===== config.mk =====
export PLATFORM = sky130hd
export DESIGN_NAME = keyword_tokenizer_unit
export DESIGN_NICKNAME = d
export VERILOG_FILES = /design/src/design/kwt_pkg.sv /design/src/design/kwt_classify.sv /design/src/design/keyword_tokenizer_unit.sv
export SDC_FILE = /design/constraint.sdc
export NUM_CORES = 1
export LEC_CHECK = 0
export BUFFER_PORTS_ARGS = -buffer_cell sky130_fd_sc_hd__buf_2
export CAP_MARGIN = 20
export CORE_MARGIN = 5
export CORE_UTILIZATION = 50
export CTS_BUF_LIST = sky130_fd_sc_hd__clkbuf_8
export DETAILED_ROUTE_END_ITERATION = 16
export PLACE_DENSITY = 0.66
export REMOVE_ABC_BUFFERS = 1
export SYNTH_ARGS = -nofsm -noshare
export SYNTH_HDL_FRONTEND = slang
export SYNTH_SLANG_ARGS = --single-unit

===== constraint.sdc =====
create_clock -name aclk -period 4.1 [get_ports aclk]
set_clock_uncertainty 0.05 [all_clocks]
set_input_delay 0.41 -clock aclk [delete_from_list [all_inputs] [get_ports aclk]]
set_output_delay 0.41 -clock aclk [all_outputs]
set_load 0.02 [all_outputs]

===== src/design/kwt_pkg.sv =====
// ----------------------------------------------------------------------------
// kwt_pkg: shared definitions for the keyword tokenizer
// Token codes, character codes, keyword spellings and the word buffer type.
// ----------------------------------------------------------------------------
package kwt_pkg;

    // Sizing of the word buffer and keyword set
    localparam int unsigned MAX_KEYWORD_LEN = 10;
    localparam int unsigned NUM_KEYWORDS    = 28;
    localparam int unsigned KW_TABLE_SIZE   = 28;
    localparam int unsigned KW_SLOT         = 12;

    localparam int unsigned LEN_W   = $clog2(MAX_KEYWORD_LEN + 1);
    localparam int unsigned IDX_W   = (MAX_KEYWORD_LEN > 1) ? $clog2(MAX_KEYWORD_LEN) : 1;
    localparam int unsigned TOKEN_W = 6;
    localparam int unsigned CHAR_W  = 8;

    typedef logic [TOKEN_W-1:0]                     token_t;
    typedef logic [LEN_W-1:0]                       word_len_t;
    typedef logic [MAX_KEYWORD_LEN-1:0][CHAR_W-1:0] word_buf_t;

    // Token codes
    localparam token_t TK_END       = 6'd0;
    localparam token_t TK_SEMI      = 6'd1;
    localparam token_t TK_OPEN_PAR  = 6'd2;
    localparam token_t TK_CLOSE_PAR = 6'd3;
    localparam token_t TK_OPEN_BR   = 6'd4;
    localparam token_t TK_CLOSE_BR  = 6'd5;
    localparam token_t TK_COMMA     = 6'd6;
    localparam token_t TK_ASSIGN    = 6'd7;
    localparam token_t TK_COLON     = 6'd8;
    localparam token_t TK_RANGE     = 6'd9;
    localparam token_t TK_PERIOD    = 6'd10;
    localparam token_t TK_SUB       = 6'd11;
    localparam token_t TK_ADD       = 6'd12;
    localparam token_t TK_MUL       = 6'd13;
    localparam token_t TK_DIV       = 6'd14;
    localparam token_t TK_MOD       = 6'd15;
    localparam token_t TK_EQ        = 6'd16;
    localparam token_t TK_LE        = 6'd17;
    localparam token_t TK_NE        = 6'd18;
    localparam token_t TK_LT        = 6'd19;
    localparam token_t TK_GE        = 6'd20;
    localparam token_t TK_GT        = 6'd21;
    localparam token_t TK_NUM       = 6'd22;
    localparam token_t TK_IDENT     = 6'd23;
    localparam token_t TK_ERR       = 6'd24;
    localparam token_t TK_KW_BASE   = 6'd25;

    // Character codes
    localparam logic [CHAR_W-1:0] CH_SLASH   = 8'h2F;
    localparam logic [CHAR_W-1:0] CH_STAR    = 8'h2A;
    localparam logic [CHAR_W-1:0] CH_COLON   = 8'h3A;
    localparam logic [CHAR_W-1:0] CH_EQUAL   = 8'h3D;
    localparam logic [CHAR_W-1:0] CH_DOT     = 8'h2E;
    localparam logic [CHAR_W-1:0] CH_LESS    = 8'h3C;
    localparam logic [CHAR_W-1:0] CH_GREATER = 8'h3E;
    localparam logic [CHAR_W-1:0] CH_UNDER   = 8'h5F;
    localparam logic [CHAR_W-1:0] CH_SEMI    = 8'h3B;
    localparam logic [CHAR_W-1:0] CH_LPAR    = 8'h28;
    localparam logic [CHAR_W-1:0] CH_RPAR    = 8'h29;
    localparam logic [CHAR_W-1:0] CH_LBR     = 8'h5B;
    localparam logic [CHAR_W-1:0] CH_RBR     = 8'h5D;
    localparam logic [CHAR_W-1:0] CH_COMMA   = 8'h2C;
    localparam logic [CHAR_W-1:0] CH_MINUS   = 8'h2D;
    localparam logic [CHAR_W-1:0] CH_PLUS    = 8'h2B;
    localparam logic [CHAR_W-1:0] CH_PERCENT = 8'h25;
    localparam logic [CHAR_W-1:0] CH_SPACE   = 8'h20;
    localparam logic [CHAR_W-1:0] CH_TAB     = 8'h09;
    localparam logic [CHAR_W-1:0] CH_CR      = 8'h0D;
    localparam logic [CHAR_W-1:0] CH_ZERO    = 8'h30;
    localparam logic [CHAR_W-1:0] CH_NINE    = 8'h39;
    localparam logic [CHAR_W-1:0] CH_UP_A    = 8'h41;
    localparam logic [CHAR_W-1:0] CH_UP_Z    = 8'h5A;
    localparam logic [CHAR_W-1:0] CH_LO_A    = 8'h61;
    localparam logic [CHAR_W-1:0] CH_LO_Z    = 8'h7A;
    localparam logic [CHAR_W-1:0] CASE_OFFSET = 8'h20;

    // Keyword spellings, right-justified: the first letter sits in the
    // highest used byte, the last letter in bits [7:0]
    localparam logic [KW_SLOT*CHAR_W-1:0] KW_TEXT [KW_TABLE_SIZE] = '{
        96'("procedure"), 96'("is"),      96'("begin"),   96'("end"),
        96'("function"),  96'("return"),  96'("in"),      96'("out"),
        96'("package"),   96'("private"), 96'("type"),    96'("integer"),
        96'("boolean"),   96'("array"),   96'("of"),      96'("record"),
        96'("null"),      96'("if"),      96'("then"),    96'("elsif"),
        96'("else"),      96'("while"),   96'("loop"),    96'("true"),
        96'("false"),     96'("not"),     96'("and"),     96'("or")
    };

    localparam int unsigned KW_LEN [KW_TABLE_SIZE] = '{
        9, 2, 5, 3, 8, 6, 2, 3, 7, 7, 4, 7, 7, 5,
        2, 6, 4, 2, 4, 5, 4, 5, 4, 4, 5, 3, 3, 2
    };

    localparam int unsigned KW_LIMIT =
        (NUM_KEYWORDS > KW_TABLE_SIZE) ? KW_TABLE_SIZE : NUM_KEYWORDS;

endpackage


===== src/design/kwt_classify.sv =====
// ----------------------------------------------------------------------------
// kwt_classify: keyword lookup for a finished word
// Compares the lower-cased word buffer against every keyword in parallel and
// returns the keyword token, or IDENTIFIER when nothing matches or the word was too long.
// ----------------------------------------------------------------------------
module kwt_classify (
    input  kwt_pkg::word_buf_t word_buf,
    input  kwt_pkg::word_len_t word_len,
    input  logic               word_too_long,
    output kwt_pkg::token_t    word_kind
);

    logic [kwt_pkg::KW_LIMIT-1:0] hit;

    // Match length and each used letter of every keyword
    always_comb begin
        for (int i = 0; i < kwt_pkg::KW_LIMIT; i++) begin
            hit[i] = (int'(word_len) == kwt_pkg::KW_LEN[i]) &&
                     (kwt_pkg::KW_LEN[i] <= kwt_pkg::MAX_KEYWORD_LEN);
            for (int j = 0; j < kwt_pkg::MAX_KEYWORD_LEN; j++) begin
                if (j < kwt_pkg::KW_LEN[i] && j < kwt_pkg::KW_SLOT) begin
                    if (word_buf[j] !=
                        kwt_pkg::KW_TEXT[i][8*(kwt_pkg::KW_LEN[i]-1-j) +: 8]) begin
                        hit[i] = 1'b0;
                    end
                end
            end
        end
    end

    // Pick the first matching keyword in table order
    always_comb begin
        word_kind = kwt_pkg::TK_IDENT;
        if (!word_too_long) begin
            for (int i = kwt_pkg::KW_LIMIT - 1; i >= 0; i--) begin
                if (hit[i]) begin
                    word_kind = kwt_pkg::token_t'(kwt_pkg::TK_KW_BASE + i);
                end
            end
        end
    end

endmodule


===== src/design/keyword_tokenizer_unit.sv =====
// ----------------------------------------------------------------------------
// keyword_tokenizer_unit: streaming lexical tokenizer
// Takes one source byte per beat and emits token codes, skipping white space
// and block comments, pairing two-character operators and matching keywords.
// ----------------------------------------------------------------------------
//  Channel  | Dir | Beat contents
//  ---------+-----+-------------------------------------------------------
//  s_       | in  | tdata[7:0] char_code; tuser end_of_input
//  m_       | out | tdata[5:0] token_kind; tlast last_of_run
//
//  One byte is taken per cycle while s_tready is high; its tokens are registered into the result queue.
//  Tokens go into a three-entry result queue; s_tready is high while the
//  queue holds at most one token, so a byte that ends a pending token and
//  emits its own can hold off the next byte until the queue drains.
//  Reset (aresetn low, synchronous) returns the scanner to idle and empties
//  the queue; no clearing pass is needed.
// ----------------------------------------------------------------------------
module keyword_tokenizer_unit (
    input  logic       aclk,
    input  logic       aresetn,
    input  logic       s_tvalid,
    output logic       s_tready,
    input  logic [7:0] s_tdata,   // [7:0] char_code
    input  logic       s_tuser,   // [0] end_of_input
    output logic       m_tvalid,
    input  logic       m_tready,
    output logic [7:0] m_tdata,   // [5:0] token_kind, [7:6] zero
    output logic       m_tlast
);

    typedef enum logic [3:0] {
        MODE_IDLE, MODE_SLASH, MODE_COMMENT, MODE_CSTAR, MODE_COLON,
        MODE_DOT, MODE_LESS, MODE_GREATER, MODE_NUMBER, MODE_WORD
    } mode_t;

    typedef struct packed {
        kwt_pkg::token_t kind;
        logic            last;
    } entry_t;

    localparam int unsigned Q_DEPTH = 3;
    localparam int unsigned Q_CNT_W = $clog2(Q_DEPTH + 1);
    localparam int unsigned Q_IDX_W = $clog2(Q_DEPTH);

    mode_t              mode_reg, mode_next;
    kwt_pkg::word_buf_t word_buf_reg;
    kwt_pkg::word_len_t word_len_reg, word_len_next;
    logic               too_long_reg, too_long_next;
    entry_t             q_reg [Q_DEPTH];
    entry_t             q_next [Q_DEPTH];
    logic [Q_CNT_W-1:0] cnt_reg, cnt_next;

    logic                      in_fire, out_fire;
    logic [kwt_pkg::CHAR_W-1:0] ch, ch_low;
    logic                      buf_wr;
    logic [kwt_pkg::IDX_W-1:0] buf_idx;
    kwt_pkg::token_t           word_kind;
    logic                      has_a, has_b;
    kwt_pkg::token_t           kind_a, kind_b;

    function automatic logic is_digit(input logic [7:0] c);
        return (c >= kwt_pkg::CH_ZERO) && (c <= kwt_pkg::CH_NINE);
    endfunction

    function automatic logic is_alpha(input logic [7:0] c);
        return ((c >= kwt_pkg::CH_LO_A) && (c <= kwt_pkg::CH_LO_Z)) ||
               ((c >= kwt_pkg::CH_UP_A) && (c <= kwt_pkg::CH_UP_Z));
    endfunction

    function automatic logic is_space(input logic [7:0] c);
        return (c == kwt_pkg::CH_SPACE) ||
               ((c >= kwt_pkg::CH_TAB) && (c <= kwt_pkg::CH_CR));
    endfunction

    assign in_fire  = s_tvalid && s_tready;
    assign out_fire = m_tvalid && m_tready;
    assign ch       = s_tdata;
    assign ch_low   = ((ch >= kwt_pkg::CH_UP_A) && (ch <= kwt_pkg::CH_UP_Z)) ?
                      ch + kwt_pkg::CASE_OFFSET : ch;

    kwt_classify u_classify (
        .word_buf      (word_buf_reg),
        .word_len      (word_len_reg),
        .word_too_long (too_long_reg),
        .word_kind     (word_kind)
    );

    // Scan one byte: pending token (a), then the byte's own token (b)
    always_comb begin
        logic begin_tok;
        begin_tok     = 1'b0;
        has_a         = 1'b0;
        kind_a        = kwt_pkg::TK_END;
        has_b         = 1'b0;
        kind_b        = kwt_pkg::TK_END;
        mode_next     = mode_reg;
        word_len_next = word_len_reg;
        too_long_next = too_long_reg;
        buf_wr        = 1'b0;
        buf_idx       = word_len_reg[kwt_pkg::IDX_W-1:0];

        if (s_tuser) begin
            // Flush the pending token, then end
            unique case (mode_reg)
                MODE_SLASH:   begin has_a = 1'b1; kind_a = kwt_pkg::TK_DIV;    end
                MODE_COLON:   begin has_a = 1'b1; kind_a = kwt_pkg::TK_COLON;  end
                MODE_DOT:     begin has_a = 1'b1; kind_a = kwt_pkg::TK_PERIOD; end
                MODE_LESS:    begin has_a = 1'b1; kind_a = kwt_pkg::TK_LT;     end
                MODE_GREATER: begin has_a = 1'b1; kind_a = kwt_pkg::TK_GT;     end
                MODE_NUMBER:  begin has_a = 1'b1; kind_a = kwt_pkg::TK_NUM;    end
                MODE_WORD:    begin has_a = 1'b1; kind_a = word_kind;          end
                default: begin
                end
            endcase
            has_b         = 1'b1;
            kind_b        = kwt_pkg::TK_END;
            mode_next     = MODE_IDLE;
            word_len_next = '0;
            too_long_next = 1'b0;
        end else begin
            unique case (mode_reg)
                MODE_SLASH: begin
                    if (ch == kwt_pkg::CH_STAR) begin
                        mode_next = MODE_COMMENT;
                    end else begin
                        has_a = 1'b1; kind_a = kwt_pkg::TK_DIV; begin_tok = 1'b1;
                    end
                end
                MODE_COMMENT: begin
                    if (ch == kwt_pkg::CH_STAR) mode_next = MODE_CSTAR;
                end
                MODE_CSTAR: begin
                    if (ch == kwt_pkg::CH_SLASH) begin
                        mode_next = MODE_IDLE;
                    end else if (ch != kwt_pkg::CH_STAR) begin
                        mode_next = MODE_COMMENT;
                    end
                end
                MODE_COLON: begin
                    if (ch == kwt_pkg::CH_EQUAL) begin
                        has_a = 1'b1; kind_a = kwt_pkg::TK_ASSIGN; mode_next = MODE_IDLE;
                    end else begin
                        has_a = 1'b1; kind_a = kwt_pkg::TK_COLON; begin_tok = 1'b1;
                    end
                end
                MODE_DOT: begin
                    if (ch == kwt_pkg::CH_DOT) begin
                        has_a = 1'b1; kind_a = kwt_pkg::TK_RANGE; mode_next = MODE_IDLE;
                    end else begin
                        has_a = 1'b1; kind_a = kwt_pkg::TK_PERIOD; begin_tok = 1'b1;
                    end
                end
                MODE_LESS: begin
                    if (ch == kwt_pkg::CH_EQUAL) begin
                        has_a = 1'b1; kind_a = kwt_pkg::TK_LE; mode_next = MODE_IDLE;
                    end else if (ch == kwt_pkg::CH_GREATER) begin
                        has_a = 1'b1; kind_a = kwt_pkg::TK_NE; mode_next = MODE_IDLE;
                    end else begin
                        has_a = 1'b1; kind_a = kwt_pkg::TK_LT; begin_tok = 1'b1;
                    end
                end
                MODE_GREATER: begin
                    if (ch == kwt_pkg::CH_EQUAL) begin
                        has_a = 1'b1; kind_a = kwt_pkg::TK_GE; mode_next = MODE_IDLE;
                    end else begin
                        has_a = 1'b1; kind_a = kwt_pkg::TK_GT; begin_tok = 1'b1;
                    end
                end
                MODE_NUMBER: begin
                    if (!is_digit(ch)) begin
                        has_a = 1'b1; kind_a = kwt_pkg::TK_NUM; begin_tok = 1'b1;
                    end
                end
                MODE_WORD: begin
                    if (is_alpha(ch) || is_digit(ch) || ch == kwt_pkg::CH_UNDER) begin
                        // Append, or mark the word as too long
                        if (word_len_reg < kwt_pkg::word_len_t'(kwt_pkg::MAX_KEYWORD_LEN)) begin
                            buf_wr        = 1'b1;
                            word_len_next = word_len_reg + kwt_pkg::word_len_t'(1);
                        end else begin
                            too_long_next = 1'b1;
                        end
                    end else begin
                        has_a = 1'b1; kind_a = word_kind; begin_tok = 1'b1;
                    end
                end
                default: begin
                    begin_tok = 1'b1;
                end
            endcase
        end

        // Start a new token at a boundary
        if (begin_tok) begin
            mode_next = MODE_IDLE;
            if (!is_space(ch)) begin
                case (ch)
                    kwt_pkg::CH_SLASH:   mode_next = MODE_SLASH;
                    kwt_pkg::CH_COLON:   mode_next = MODE_COLON;
                    kwt_pkg::CH_DOT:     mode_next = MODE_DOT;
                    kwt_pkg::CH_LESS:    mode_next = MODE_LESS;
                    kwt_pkg::CH_GREATER: mode_next = MODE_GREATER;
                    kwt_pkg::CH_SEMI:    begin has_b = 1'b1; kind_b = kwt_pkg::TK_SEMI;      end
                    kwt_pkg::CH_LPAR:    begin has_b = 1'b1; kind_b = kwt_pkg::TK_OPEN_PAR;  end
                    kwt_pkg::CH_RPAR:    begin has_b = 1'b1; kind_b = kwt_pkg::TK_CLOSE_PAR; end
                    kwt_pkg::CH_LBR:     begin has_b = 1'b1; kind_b = kwt_pkg::TK_OPEN_BR;   end
                    kwt_pkg::CH_RBR:     begin has_b = 1'b1; kind_b = kwt_pkg::TK_CLOSE_BR;  end
                    kwt_pkg::CH_COMMA:   begin has_b = 1'b1; kind_b = kwt_pkg::TK_COMMA;     end
                    kwt_pkg::CH_MINUS:   begin has_b = 1'b1; kind_b = kwt_pkg::TK_SUB;       end
                    kwt_pkg::CH_PLUS:    begin has_b = 1'b1; kind_b = kwt_pkg::TK_ADD;       end
                    kwt_pkg::CH_STAR:    begin has_b = 1'b1; kind_b = kwt_pkg::TK_MUL;       end
                    kwt_pkg::CH_PERCENT: begin has_b = 1'b1; kind_b = kwt_pkg::TK_MOD;       end
                    kwt_pkg::CH_EQUAL:   begin has_b = 1'b1; kind_b = kwt_pkg::TK_EQ;        end
                    default: begin
                        if (is_digit(ch)) begin
                            mode_next = MODE_NUMBER;
                        end else if (is_alpha(ch)) begin
                            mode_next     = MODE_WORD;
                            buf_wr        = 1'b1;
                            buf_idx       = '0;
                            word_len_next = kwt_pkg::word_len_t'(1);
                            too_long_next = 1'b0;
                        end else begin
                            has_b = 1'b1; kind_b = kwt_pkg::TK_ERR;
                        end
                    end
                endcase
            end
        end
    end

    // Pop the head, then push this byte's tokens behind what remains
    always_comb begin
        logic [Q_CNT_W-1:0] base;
        base = cnt_reg - Q_CNT_W'(out_fire);
        for (int i = 0; i < Q_DEPTH; i++) begin
            q_next[i] = q_reg[i];
        end
        if (out_fire) begin
            for (int i = 0; i < Q_DEPTH - 1; i++) begin
                q_next[i] = q_reg[i+1];
            end
        end
        cnt_next = base;
        if (in_fire) begin
            if (has_a) begin
                q_next[base[Q_IDX_W-1:0]] = '{kind: kind_a, last: !has_b};
                if (has_b) begin
                    q_next[base[Q_IDX_W-1:0] + Q_IDX_W'(1)] = '{kind: kind_b, last: 1'b1};
                end
            end else if (has_b) begin
                q_next[base[Q_IDX_W-1:0]] = '{kind: kind_b, last: 1'b1};
            end
            cnt_next = base + Q_CNT_W'(has_a) + Q_CNT_W'(has_b);
        end
    end

    // Hold scanner state and the result queue
    always_ff @(posedge aclk) begin
        if (!aresetn) begin
            mode_reg     <= MODE_IDLE;
            word_len_reg <= '0;
            too_long_reg <= 1'b0;
            cnt_reg      <= '0;
        end else begin
            if (in_fire) begin
                mode_reg     <= mode_next;
                word_len_reg <= word_len_next;
                too_long_reg <= too_long_next;
            end
            cnt_reg <= cnt_next;
        end
    end

    // Word letters and queue payload need no reset
    always_ff @(posedge aclk) begin
        if (in_fire && buf_wr) begin
            word_buf_reg[buf_idx] <= ch_low;
        end
        for (int i = 0; i < Q_DEPTH; i++) begin
            q_reg[i] <= q_next[i];
        end
    end

    assign s_tready = (cnt_reg <= Q_CNT_W'(1));
    assign m_tvalid = (cnt_reg != '0);
    assign m_tdata  = {{(8 - kwt_pkg::TOKEN_W){1'b0}}, q_reg[0].kind};
    assign m_tlast  = q_reg[0].last;

endmodule

# Word-level counts from Yosys, hierarchy flattened
# Memory sizes are Yosys's and may differ from the RTL's.
# Index checks and enable logic that the tools add are counted.
[word_totals] register_bits=91 mem_bits_rw=21 elab_cells=424 mem_count=1
[memory_table] memory="q_reg" depth=3 width=7 read_ports=3 rd_clocked_by_memory_dff=0 write_ports=3 line_no="keyword_tokenizer_unit.sv:49" rtl="entry_t q_reg [Q_DEPTH];"
[op_classes] addsub=6 magnitude_cmp=16 eq_ne=113 n_mux=247 bitwise_logic=2 reduce_logical=25
[ops] operator="!= test 8 x 7 -> 1 bit, second input constant" n=71
[ops] operator="2-to-1 mux 6 bit" n=31
[ops] operator="2-to-1 mux 1 bit" n=155
[ops] operator="equality test 8 x 6 -> 1 bit, second input constant" n=15
[ops] operator="2-to-1 mux 4 bit" n=29
[ops] operator="2-to-1 mux 21 bit" n=4
[ops] operator="case mux 6 bit (7 select lines)" n=2
[ops] operator="bitwise mux 80 bit" n=1
[ops] operator="bitwise mux 21 bit" n=3
[ops] operator="case mux 5 bit (12 select lines)" n=1
[ops] operator="case mux 4 bit (6 select lines)" n=2
[ops] operator="demux 8 bit (select 4 bit)" n=1
[ops] operator="equality test 4 x 3 -> 1 bit, second input constant" n=8
[ops] operator="demux 7 bit (select 2 bit)" n=2
[ops] operator="2-to-1 mux 5 bit" n=5
[ops] operator="equality test 8 x 7 -> 1 bit, second input constant" n=3
[ops] operator="equality test 4 x 2 -> 1 bit, second input constant" n=4
[ops] operator="equality test 4 bit, second input constant" n=4
[ops] operator="greater-or-equal comparator 8 x 7 -> 1 bit, second input constant" n=2
[ops] operator="less-or-equal comparator 8 x 7 -> 1 bit, second input constant" n=2
[ops] operator="2-to-1 mux 8 bit" n=2
[ops] operator="OR reduction 16 bit" n=1
[ops] operator="2-to-1 mux 14 bit" n=1
[ops] operator="2-to-1 mux 7 bit" n=2
[ops] operator="other kinds (36)" n=58

# Logic depth before layout (Yosys ltp)
# Gate-level depths: netlist (run 1).
[depth] depth_word=40 ltp_mapped=17

# Cells and area by module
# A second synthesis (run 1) with hierarchy kept.
[hier_totals] hier_cells=783 hier_area_um2=7697.4
[by_module_without_submodules] module="keyword_tokenizer_unit" n_inst=1 cells_per_inst=553 area_per_inst_um2=6063.3
[by_module_without_submodules] module="kwt_classify" n_inst=1 cells_per_inst=230 area_per_inst_um2=1634.1

# Least setup slack after synthesis (run 1)
# Ideal clock, no wire load.
[synth_path] path_type="reg-to-reg" start="register cnt_reg[1]" end="memory q_reg[0][4] (netlist name)" t_arrival_ns=3.454 setup_slack_ns=0.474 stages_incl_launch_ff=13 period_less_slack_ns=3.626 path_cell_list="dfxtp_1 -> inv_1 -> nand2_1 -> nand2_1 -> clkbuf_1 -> inv_1 -> ha_1 -> xnor2_1 -> nand2_1 -> a21oi_1 -> mux2i_1 -> a21oi_1 -> a311o_1"
[synth_lines] item="start: declaration" line_no="keyword_tokenizer_unit.sv:51" rtl="logic [Q_CNT_W-1:0] cnt_reg, cnt_next;"
[synth_lines] item="start signal: assignment" line_no="keyword_tokenizer_unit.sv:271" rtl="cnt_reg <= cnt_next;"
[synth_lines] item="end: declaration" line_no="keyword_tokenizer_unit.sv:49"

==> impl_metrics.toml, run 1 <==
[die]
start_util_pct = 51.3
core_area_um2 = 14600
rows = 44
fp.dieW_um = 132
dieArea_um2 = 17500
die_h_um = 132
io_pins = 24

[critical_path]
critical_path_class = "reg2reg"
crit_path_max_fanout = 18
reg2regPathDepth = 6
cp.arrival_ns = 3.49
cp-start-kind = "flip-flop"
cp.required_ns = 4.08
cp-end-kind = "flip-flop"

[cts]
htree_levels = 3
cts_resized = 0
numCtsBuffers = 9
clk_path_buf_depth = 2
clk_latency_ns = 0.39
cts_tree = "yes"
clk_pin_slew_ns = 0.11
root_buffer = "clkbuf_8"
cts_setup_buffers = 0
clock_sinks = 104
hold_buffers = 0

[global_routing]
grt_pass1_wl_um = 39500
grt_overflow_total = 0
grt_pass1_vias = 6904
track_usage_pct = 28.4
grt_start_max_net_pins = 25
antenna_found_initial = 0

[yosys]
synth_top_cell_by_area = "edfxtp_1"
synth_top_family_by_area = "simple AND/OR/NAND/NOR gates"
ys_ff_latch = 104
synth_compound_area_share_pct = 16.5
ys_types = 81
synth_mux_area_share_pct = 2.57
syn_inst = 880
synth_edf_count = 79
ys_seq_area_share_pct = 38.3
syn_area_um2 = 7490
synth-xor-area-share_pct = 0.585
async_reset_ff_share_pct = 0
yosysWarningCount = 0
synth.avg_cell_area_um2 = 8.51
ys.flop_type = "edfxtp_1"
synth_fa_ha_area_share_pct = 1.44
synth_area_leaders = "edfxtp_1 (32%), dfxtp_1 (6.7%), nand2_1 (5.1%)"
synthSimpleGateAreaFrac_pct = 36.2
synth_top_cell_area_share_pct = 31.7

[timing]
finalSetupTns_ns = 0
worstMarginPinSlew_ns = 0.834
period_share_pct = 85.7
slew-limit-headroom_pct = 43.6
finalCriticalPeriod_ns = 3.51
fmax_mhz = 285
setup_viol = 0
hold_viol_final = 0
maxSlewViolCount = 0
rsz0062_at_grt = "no"

[place]
gp_congestion = 1.06
place_hpwl_um = 19500
dp.cells = 1070
port-buffer-count = 21

[outcome]
outcome = "completed"

[job]
drv_cap = 0

[finish]
fin_cells = 1086
largest_register_ff_count = 72
drive_gt1_share_pct = 10.1
nNetsFinal = 918
syn_to_final_growth_pct = 7.93
insertedDiodeCount = 0

[routing]
wl_per_cell_um = 23.4
via_per_inst = 6.90
antenna_left = 0
drt_first_pass_iters = 8
drt_iter0_drc = 1163
drc = 0
route.vias.total = 7497
routed_wl_um = 25400

[min_path]
hold_depth = 3
hp-class = "in2reg"

[power_and_ir_drop]
p_per_area_nw_per_um2 = 422
leakagePower_uw = 0.00273
ir_drop_uv = 274
[cells in the final DEF, fill, tap and decap left out, types with 10 or more instances in the layout]
cell and count:
o22ai_1 14, nand3_1 55, nor2_1 75, nor4_1 29, a21oi_1 50, nor3_1 36
o21ai_0 31, nor2b_1 24, buf_2 21, buf_4 38, nor4bb_1 14, nand4_1 33
and2_1 13, nand2_1 101, or3_1 10, mux2i_1 17, nand2b_1 14, edfxtp_1 79
dfxtp_1 25, and3_1 10, inv_1 19
[final timing paths]
path         slack [ns]           end         start
max reg2reg        0.59  q_reg[0][14]   mode_reg[0]
max                0.59  q_reg[0][14]   mode_reg[0]
min                0.31   mode_reg[1]       aresetn
min reg2reg        0.53  q_reg[0][13]  q_reg[0][13]
[metrics by stage]
stage	instance area (um2)	total power, uW	hold slack, ns	util [%]	setup WS [ns]
6_report	8090	3410	0.308	55.4	0.587
5_1_grt	8090	3590	0.315	55.4	0.324
4_1_cts	8090	3380	0.301	55.4	0.657
3_5_place_dp	7870	2700	0.513	54.0	0.350
2_1_floorplan	7240	2280	0.459	-	0.516
3_3_place_gp	7870	2670	0.501	54.0	0.424
[where the power goes]
part	leakage [uW]	total, uW	switching, uW	internal [uW]
Clock	0.000112	692	395	297
Combinational	0.00170	1380	887	498
Sequential	0.000921	1330	72.6	1260
[cells by family (layout without fill, tap and decap cells)]
logic type	after synthesis	after routing
buffers and inverters	72	93
AO/OA/AOI/OAI	186	186
other	1	2
flip-flops	104	104
XOR/XNOR	5	5
AND/OR/NAND/NOR	485	485
adder cells (fa/ha/maj)	8	8
multiplexers	19	19
[layout make-up]
| type | count | area [um2] |
|---|---|---|
| clock inverters | 7 | 90.1 |
| clock buffers | 9 | 124 |
| multi-input cells | 705 | 4310 |
| inverters | 18 | 67.6 |
| flip-flops and latches | 104 | 2870 |
| repair buffers | 59 | 390 |
| fillers | 1329 | 6500 |
| well taps | 184 | 230 |
[cell usage after synthesis (7+ instances only)]
master,instances
or3_1,10
nor2b_1,24
nor2_1,75
edfxtp_1,79
nand3_1,55
dfxtp_1,25
nand2b_1,14
nand2_1,101
o21ai_0,31
buf_4,10
a21boi_0,9
ha_1,7
clkbuf_1,38
o22ai_1,14
a31oi_1,8
nand3b_1,9
nor3b_1,8
mux2i_1,17
a21oi_1,50
and4_1,7
and2_1,13
nand4_1,33
inv_1,18
nor3_1,36
nor4bb_1,14
a211oi_1,8
and3_1,10
nand4b_1,9
nor4_1,29
[layer usage]
layer | GRT usage (%) | wire length, um | vias up
li1 | - | - | 3416
met1 | 41.8 | 11100 | 3570
met2 | 41.1 | 11000 | 451
met3 | 6.56 | 2620 | 60
met4 | 9.05 | 612 | 0
met5 | 0 | 0 | -
[critical path, cell delays in order (launching register included)]
cell,delay [ns]
dfxtp_1,0.66
nand2b_1,0.23
o32ai_1,0.52
or3_4,0.25
a31o_1,0.63
nand2_1,0.15
a21oi_1,0.66
No activity file was read; power rests on OpenSTA's default activity.
==> run 2: changes to the inputs <==
--- a/config.mk
+++ b/config.mk
@@ -7,11 +7,12 @@
 export LEC_CHECK = 0
 export BUFFER_PORTS_ARGS = -buffer_cell sky130_fd_sc_hd__buf_2
 export CAP_MARGIN = 20
+export CORE_ASPECT_RATIO = 1.25
 export CORE_MARGIN = 5
-export CORE_UTILIZATION = 50
+export CORE_UTILIZATION = 40
 export CTS_BUF_LIST = sky130_fd_sc_hd__clkbuf_8
 export DETAILED_ROUTE_END_ITERATION = 16
-export PLACE_DENSITY = 0.66
+export PLACE_DENSITY_LB_ADDON = 0.2
 export REMOVE_ABC_BUFFERS = 1
 export SYNTH_ARGS = -nofsm -noshare
 export SYNTH_HDL_FRONTEND = slang
==> run 2 against run 1 <==
Compared with the run above:
- design area up 1.1%
- final cell count is 4.7% higher
- first-iteration DRC count decreased by 24%
- maximum frequency down 2.3%
- wire length up 0.85%
- critical path type unchanged
- critical endpoint is now q_reg[0][19]
==> impl_metrics.toml, run 2 (synthesized netlist as in run 1, its figures left out) <==
[timing]
setup_ws_ns = 0.506
worstMarginPinSlew_ns = 0.869
setup_viol = 0
finalSetupTns_ns = 0
period_share_pct = 87.7
maxSlewViolCount = 0
slew-limit-headroom_pct = 42.1
rsz0062_at_grt = "no"
finalCriticalPeriod_ns = 3.59
fmax_mhz = 278
hold_viol_final = 0

[cts]
cts_tree = "yes"
cts_setup_buffers = 0
clk_pin_slew_ns = 0.12
clk_latency_ns = 0.38
htree_levels = 3
hold_buffers = 0
root_buffer = "clkbuf_8"
numCtsBuffers = 9
cts_resized = 0
clk_path_buf_depth = 2
clock_sinks = 104

[critical_path]
reg2reg_from = "word_len_reg[1]"
cp.required_ns = 4.29
worst-path-stages = 10
cp-end-kind = "flip-flop"
cp-start-kind = "flip-flop"
crit_path_max_fanout = 9
regToRegEndpoint = "q_reg[0][19]"
cp_cell_sequence = "ha_1, nor3b_1, nand4_1, a2111oi_0, a221oi_1, and4_1, o31a_1, o2bb2ai_1, nand3_1, a2bb2oi_1"
critical-path-top-delay-family = "compound AO/OA/AOI/OAI gates"
path_buf_inv = 0
cp.arrival_ns = 3.78
reg2regPathDepth = 10
cpPeakStageDelay_ns = 0.58
cpMaxStageDelayCell = "a2111oi_0"
rrSetupSlack_ns = 0.51
critical_path_class = "reg2reg"

[min_path]
hold_start = "aresetn"
hp-class = "in2reg"
whs_endpoint = "word_len_reg[0]"
hold_depth = 2

[finish]
fin_area_um2 = 8170
syn_to_final_growth_pct = 9.12
final_common_cell = "nand2_1"
fin_util_pct = 44.0
fillers = 1793
nNetsFinal = 921
drive_gt1_share_pct = 10.5
final_cell_mix = "nand2_1 (101), edfxtp_1 (79), nor2_1 (75)"
insertedDiodeCount = 0
largest_register_ff_count = 72

[die]
die_h_um = 163
rows = 56
start_util_pct = 40.3
fp.dieW_um = 132
dieArea_um2 = 21600
io_pins = 24
core_area_um2 = 18600

[routing]
route.vias.total = 7380
via_per_inst = 6.49
drt_first_pass_iters = 8
drt_iter0_drc = 879
routed_wl_um = 25600
antenna_left = 0
drc = 0
wl_per_cell_um = 22.5

[power_and_ir_drop]
leakagePower_uw = 0.00275
ir_drop_uv = 291
p_per_area_nw_per_um2 = 417

[global_routing]
grt_start_max_net_pins = 31
antenna_found_initial = 0
grt_overflow_total = 0
grt_pass1_vias = 6877
grt_pass1_wl_um = 39800
track_usage_pct = 23.4

[place]
gp_congestion = 0.966
place_ws_ns = 0.356
port-buffer-count = 21
place_area_um2 = 7950
place_hpwl_um = 19500

[job]
drv_cap = 0

[outcome]
outcome = "completed"
-- run 2: cell types whose count changed in the layout (fill, tap and decap cells not counted), sizes merged --
cell / previous run / this run
buf: 59 / 62
bufinv: 1 / 0
inv: 22 / 23
-- run 2: area by class of cell --
| class | count | area (um2) | share of cell area (%) |
|---|---|---|---|
| Sequential cell | 104 | 2870 | 35.1 |
| Tap cell | 232 | 290 | 3.55 |
| Multi-Input combinational cell | 705 | 4310 | 52.7 |
| Inverter | 18 | 67.6 | 0.827 |
| Clock inverter | 7 | 96.3 | 1.18 |
| Clock buffer | 9 | 124 | 1.52 |
| Timing Repair Buffer | 62 | 413 | 5.05 |
-- run 2: how the worst max path moves through the flow --
| stage | startpoint | to | slack [ns] |
|---|---|---|---|
| 6_report | word_len_reg[1] | q_reg[0][19] | 0.51 |
| 5_1_grt | mode_reg[0] | q_reg[0][10] | 0.21 |
| 4_1_cts | mode_reg[0] | word_buf_reg[8] | 0.60 |
| 3_5_place_dp | s_tdata[5] | word_buf_reg[8] | 0.36 |
| 3_3_place_gp | s_tdata[5] | word_buf_reg[8] | 0.39 |
| 2_1_floorplan | s_tdata[4] | word_buf_reg[64] | 0.52 |
-- run 2: where the power goes --
group / internal [uW] / switching (uW)
combinational: 503 / 894
sequential: 1260 / 69.2
clock: 258 / 426
total: 2020 / 1390
-- run 2: metrics by stage --
step           total power, uW  instances  hold slack (ns)
2_1_floorplan             2280        827            0.459
3_3_place_gp              2730       1120            0.506
3_5_place_dp              2720       1120            0.505
4_1_cts                   3400       1136            0.324
5_1_grt                   3640       1137            0.336
6_report                  3410       1137            0.344
-- run 2: worst register-to-register path, cell delays in order (launching register included) --
cell       delay [ns]
dfxtp_1          0.51
ha_1             0.41
nor3b_1          0.52
nand4_1          0.20
a2111oi_0        0.58
a221oi_1         0.19
and4_1           0.26
o31a_1           0.12
o2bb2ai_1        0.32
nand3_1          0.12
a2bb2oi_1        0.18
-- run 2: routing by layer --
layer  global-route usage [%]  wire (um)  vias to the layer above
li1                         -          -                     3412
met1                     31.5      11000                     3501
met2                     37.5      11700                      369
met3                     2.19       1510                       98
met4                     11.9       1400                        0
met5                        0          0                        -
==> run 3: changes to the inputs <==
--- a/config.mk
+++ b/config.mk
@@ -5,15 +5,16 @@
 export SDC_FILE = /design/constraint.sdc
 export NUM_CORES = 1
 export LEC_CHECK = 0
-export BUFFER_PORTS_ARGS = -buffer_cell sky130_fd_sc_hd__buf_2
 export CAP_MARGIN = 20
 export CORE_ASPECT_RATIO = 1.25
 export CORE_MARGIN = 5
 export CORE_UTILIZATION = 40
 export CTS_BUF_LIST = sky130_fd_sc_hd__clkbuf_8
 export DETAILED_ROUTE_END_ITERATION = 16
+export DONT_BUFFER_PORTS = 1
 export PLACE_DENSITY_LB_ADDON = 0.2
 export REMOVE_ABC_BUFFERS = 1
+export SLEW_MARGIN = 20
 export SYNTH_ARGS = -nofsm -noshare
 export SYNTH_HDL_FRONTEND = slang
 export SYNTH_SLANG_ARGS = --single-unit
==> run 3 against run 2 <==
Compared with the run above:
- via count shrank 1.5%
- clock power shrank 1%
- core utilization shrank 0.94 points
- sequential cell count is the same
- non-clock buffer count shrank 31
- combinational power shrank 11%
- hold slack lost 0.27 ns
- sequential share of layout area grew 0.76 points
- design area shrank 2.1%
==> impl_metrics.toml, run 3 (synthesized netlist as in run 1, its figures left out) <==
[outcome]
outcome = "completed"

[die]
dieArea_um2 = 21600
io_pins = 24
rows = 56
core_area_um2 = 18600
die_h_um = 163
start_util_pct = 40.3
fp.dieW_um = 132

[cts]
htree_levels = 3
clk_path_buf_depth = 2
cts_resized = 0
numCtsBuffers = 9
clk_latency_ns = 0.38
hold_buffers = 0
root_buffer = "clkbuf_8"
cts_setup_buffers = 0
cts_tree = "yes"
clock_sinks = 104
clk_pin_slew_ns = 0.12

[finish]
largest_register_ff_count = 72
fin_area_um2 = 8000
drive_gt1_share_pct = 7.55
fillers = 1825
insertedDiodeCount = 0
fin_util_pct = 43.1
seq_area_um2 = 2870
final_common_cell = "nand2_1"
multiInputGateArea_um2 = 4320
final_cell_mix = "nand2_1 (101), edfxtp_1 (79), nor2_1 (75)"
nNetsFinal = 890
syn_to_final_growth_pct = 6.80

[timing]
finalSetupTns_ns = 0
rsz0062_at_grt = "no"
fmax_mhz = 289
hold_viol_final = 0
setup_viol = 0
period_share_pct = 84.5
finalCriticalPeriod_ns = 3.46
worstMarginPinSlew_ns = 0.976
slew-limit-headroom_pct = 34.8
maxSlewViolCount = 0

[min_path]
hold_depth = 0
hold_start = "s_tdata[2]"
hp-class = "in2reg"
whs_endpoint = "word_buf_reg[10]"

[place]
port-buffer-count = 0
place_area_um2 = 7780
gp_congestion = 1.01
place_hpwl_um = 19400

[power_and_ir_drop]
switching_share_pct = 39.9
leakagePower_uw = 0.00261
p_total_uw = 3310
p_int_uw = 1990
pwr-share-comb_pct = 37.8
p_per_area_nw_per_um2 = 414
ir_drop_uv = 446
p_clk_share_pct = 20.4
sequentialPowerShare_pct = 41.8
p_switching_uw = 1320

[critical_path]
reg2regPathDepth = 8
cp.arrival_ns = 3.54
reg2reg_from = "mode_reg[2]"
cp-end-kind = "flip-flop"
critical_path_class = "reg2reg"
regToRegEndpoint = "q_reg[0][18]"
crit_path_max_fanout = 23
cp-startpoint = "mode_reg[2]"
rrSetupSlack_ns = 0.64
cp-start-kind = "flip-flop"
cp.required_ns = 4.18

[global_routing]
grt_start_max_net_pins = 32
antenna_found_initial = 0
track_usage_pct = 23.5
grt_overflow_total = 0
grt_pass1_vias = 6904
grt_pass1_wl_um = 40100

[routing]
via_per_inst = 6.57
drt_iter0_drc = 770
drc = 0
wl_per_cell_um = 23.2
routed_wl_um = 25700
drt_first_pass_iters = 6
antenna_left = 0
route.vias.total = 7270

[job]
drv_cap = 0
==> run 3: cell count changes in the layout (fill, tap and decap cells not counted), sizes merged <==
cell	previous run	this run
inv	23	22
buf	62	31
clkinv	2	3
==> run 3: worst max path at each step <==
stage                             to  slack [ns]  cells past startpoint
finish                  q_reg[0][18]        0.64                      8
global route            q_reg[0][18]        0.45                      8
CTS                 word_buf_reg[14]        0.70                      9
detailed placement  word_buf_reg[15]        0.63                      9
floorplan           word_buf_reg[64]        0.52                      7
global placement    word_buf_reg[15]        0.68                      9
==> run 3: power groups by stage <==
stage	combinational (uW)	clock, uW	sequential (uW)
4_1_cts	1240	695	1380
2_1_floorplan	912	0	1370
5_1_grt	1390	738	1400
3_5_place_dp	1240	0	1410
3_3_place_gp	1230	0	1410
6_report	1250	675	1380
==> run 3: area by class of cell <==
type | count | share of cell area, %
well taps | 232 | 3.63
clock inverters | 7 | 1.20
multi-input cells | 705 | 54.0
clock buffers | 9 | 1.55
repair buffers | 31 | 2.91
inverters | 18 | 0.845
flip-flops and latches | 104 | 35.9
==> run 3: stage by stage <==
| stage | std cells | hold slack [ns] | setup slack [ns] |
|---|---|---|---|
| after detailed placement | 1090 | 0.461 | 0.631 |
| after floorplan | 827 | 0.459 | 0.516 |
| final | 1106 | 0.0769 | 0.637 |
| after CTS | 1106 | 0.0501 | 0.699 |
| after global routing | 1106 | 0.0429 | 0.448 |
| after global placement | 1090 | 0.461 | 0.682 |
==> run 3: metal layers <==
metal  up-vias  part of all wire, %  global-route usage, %  wire (um)
met5         -                    0                      0          0
met4         0                  5.4                   12.7       1400
met3        88                  5.7                   3.06       1450
met2       350                   47                   38.3      12100
met1      3478                   42                   30.1      10700
li1       3354                    -                      -          -
==> run 3: worst max-delay path, cell delays in order, from the launching register on <==
cell and delay [ns]:
dfxtp_1 0.81, xor2_1 0.30, nor4_4 0.06, o32ai_1 0.47, or3_4 0.25, nand3_1 0.17, a21oi_1 0.58, nor2_1 0.15
a311o_1 0.38
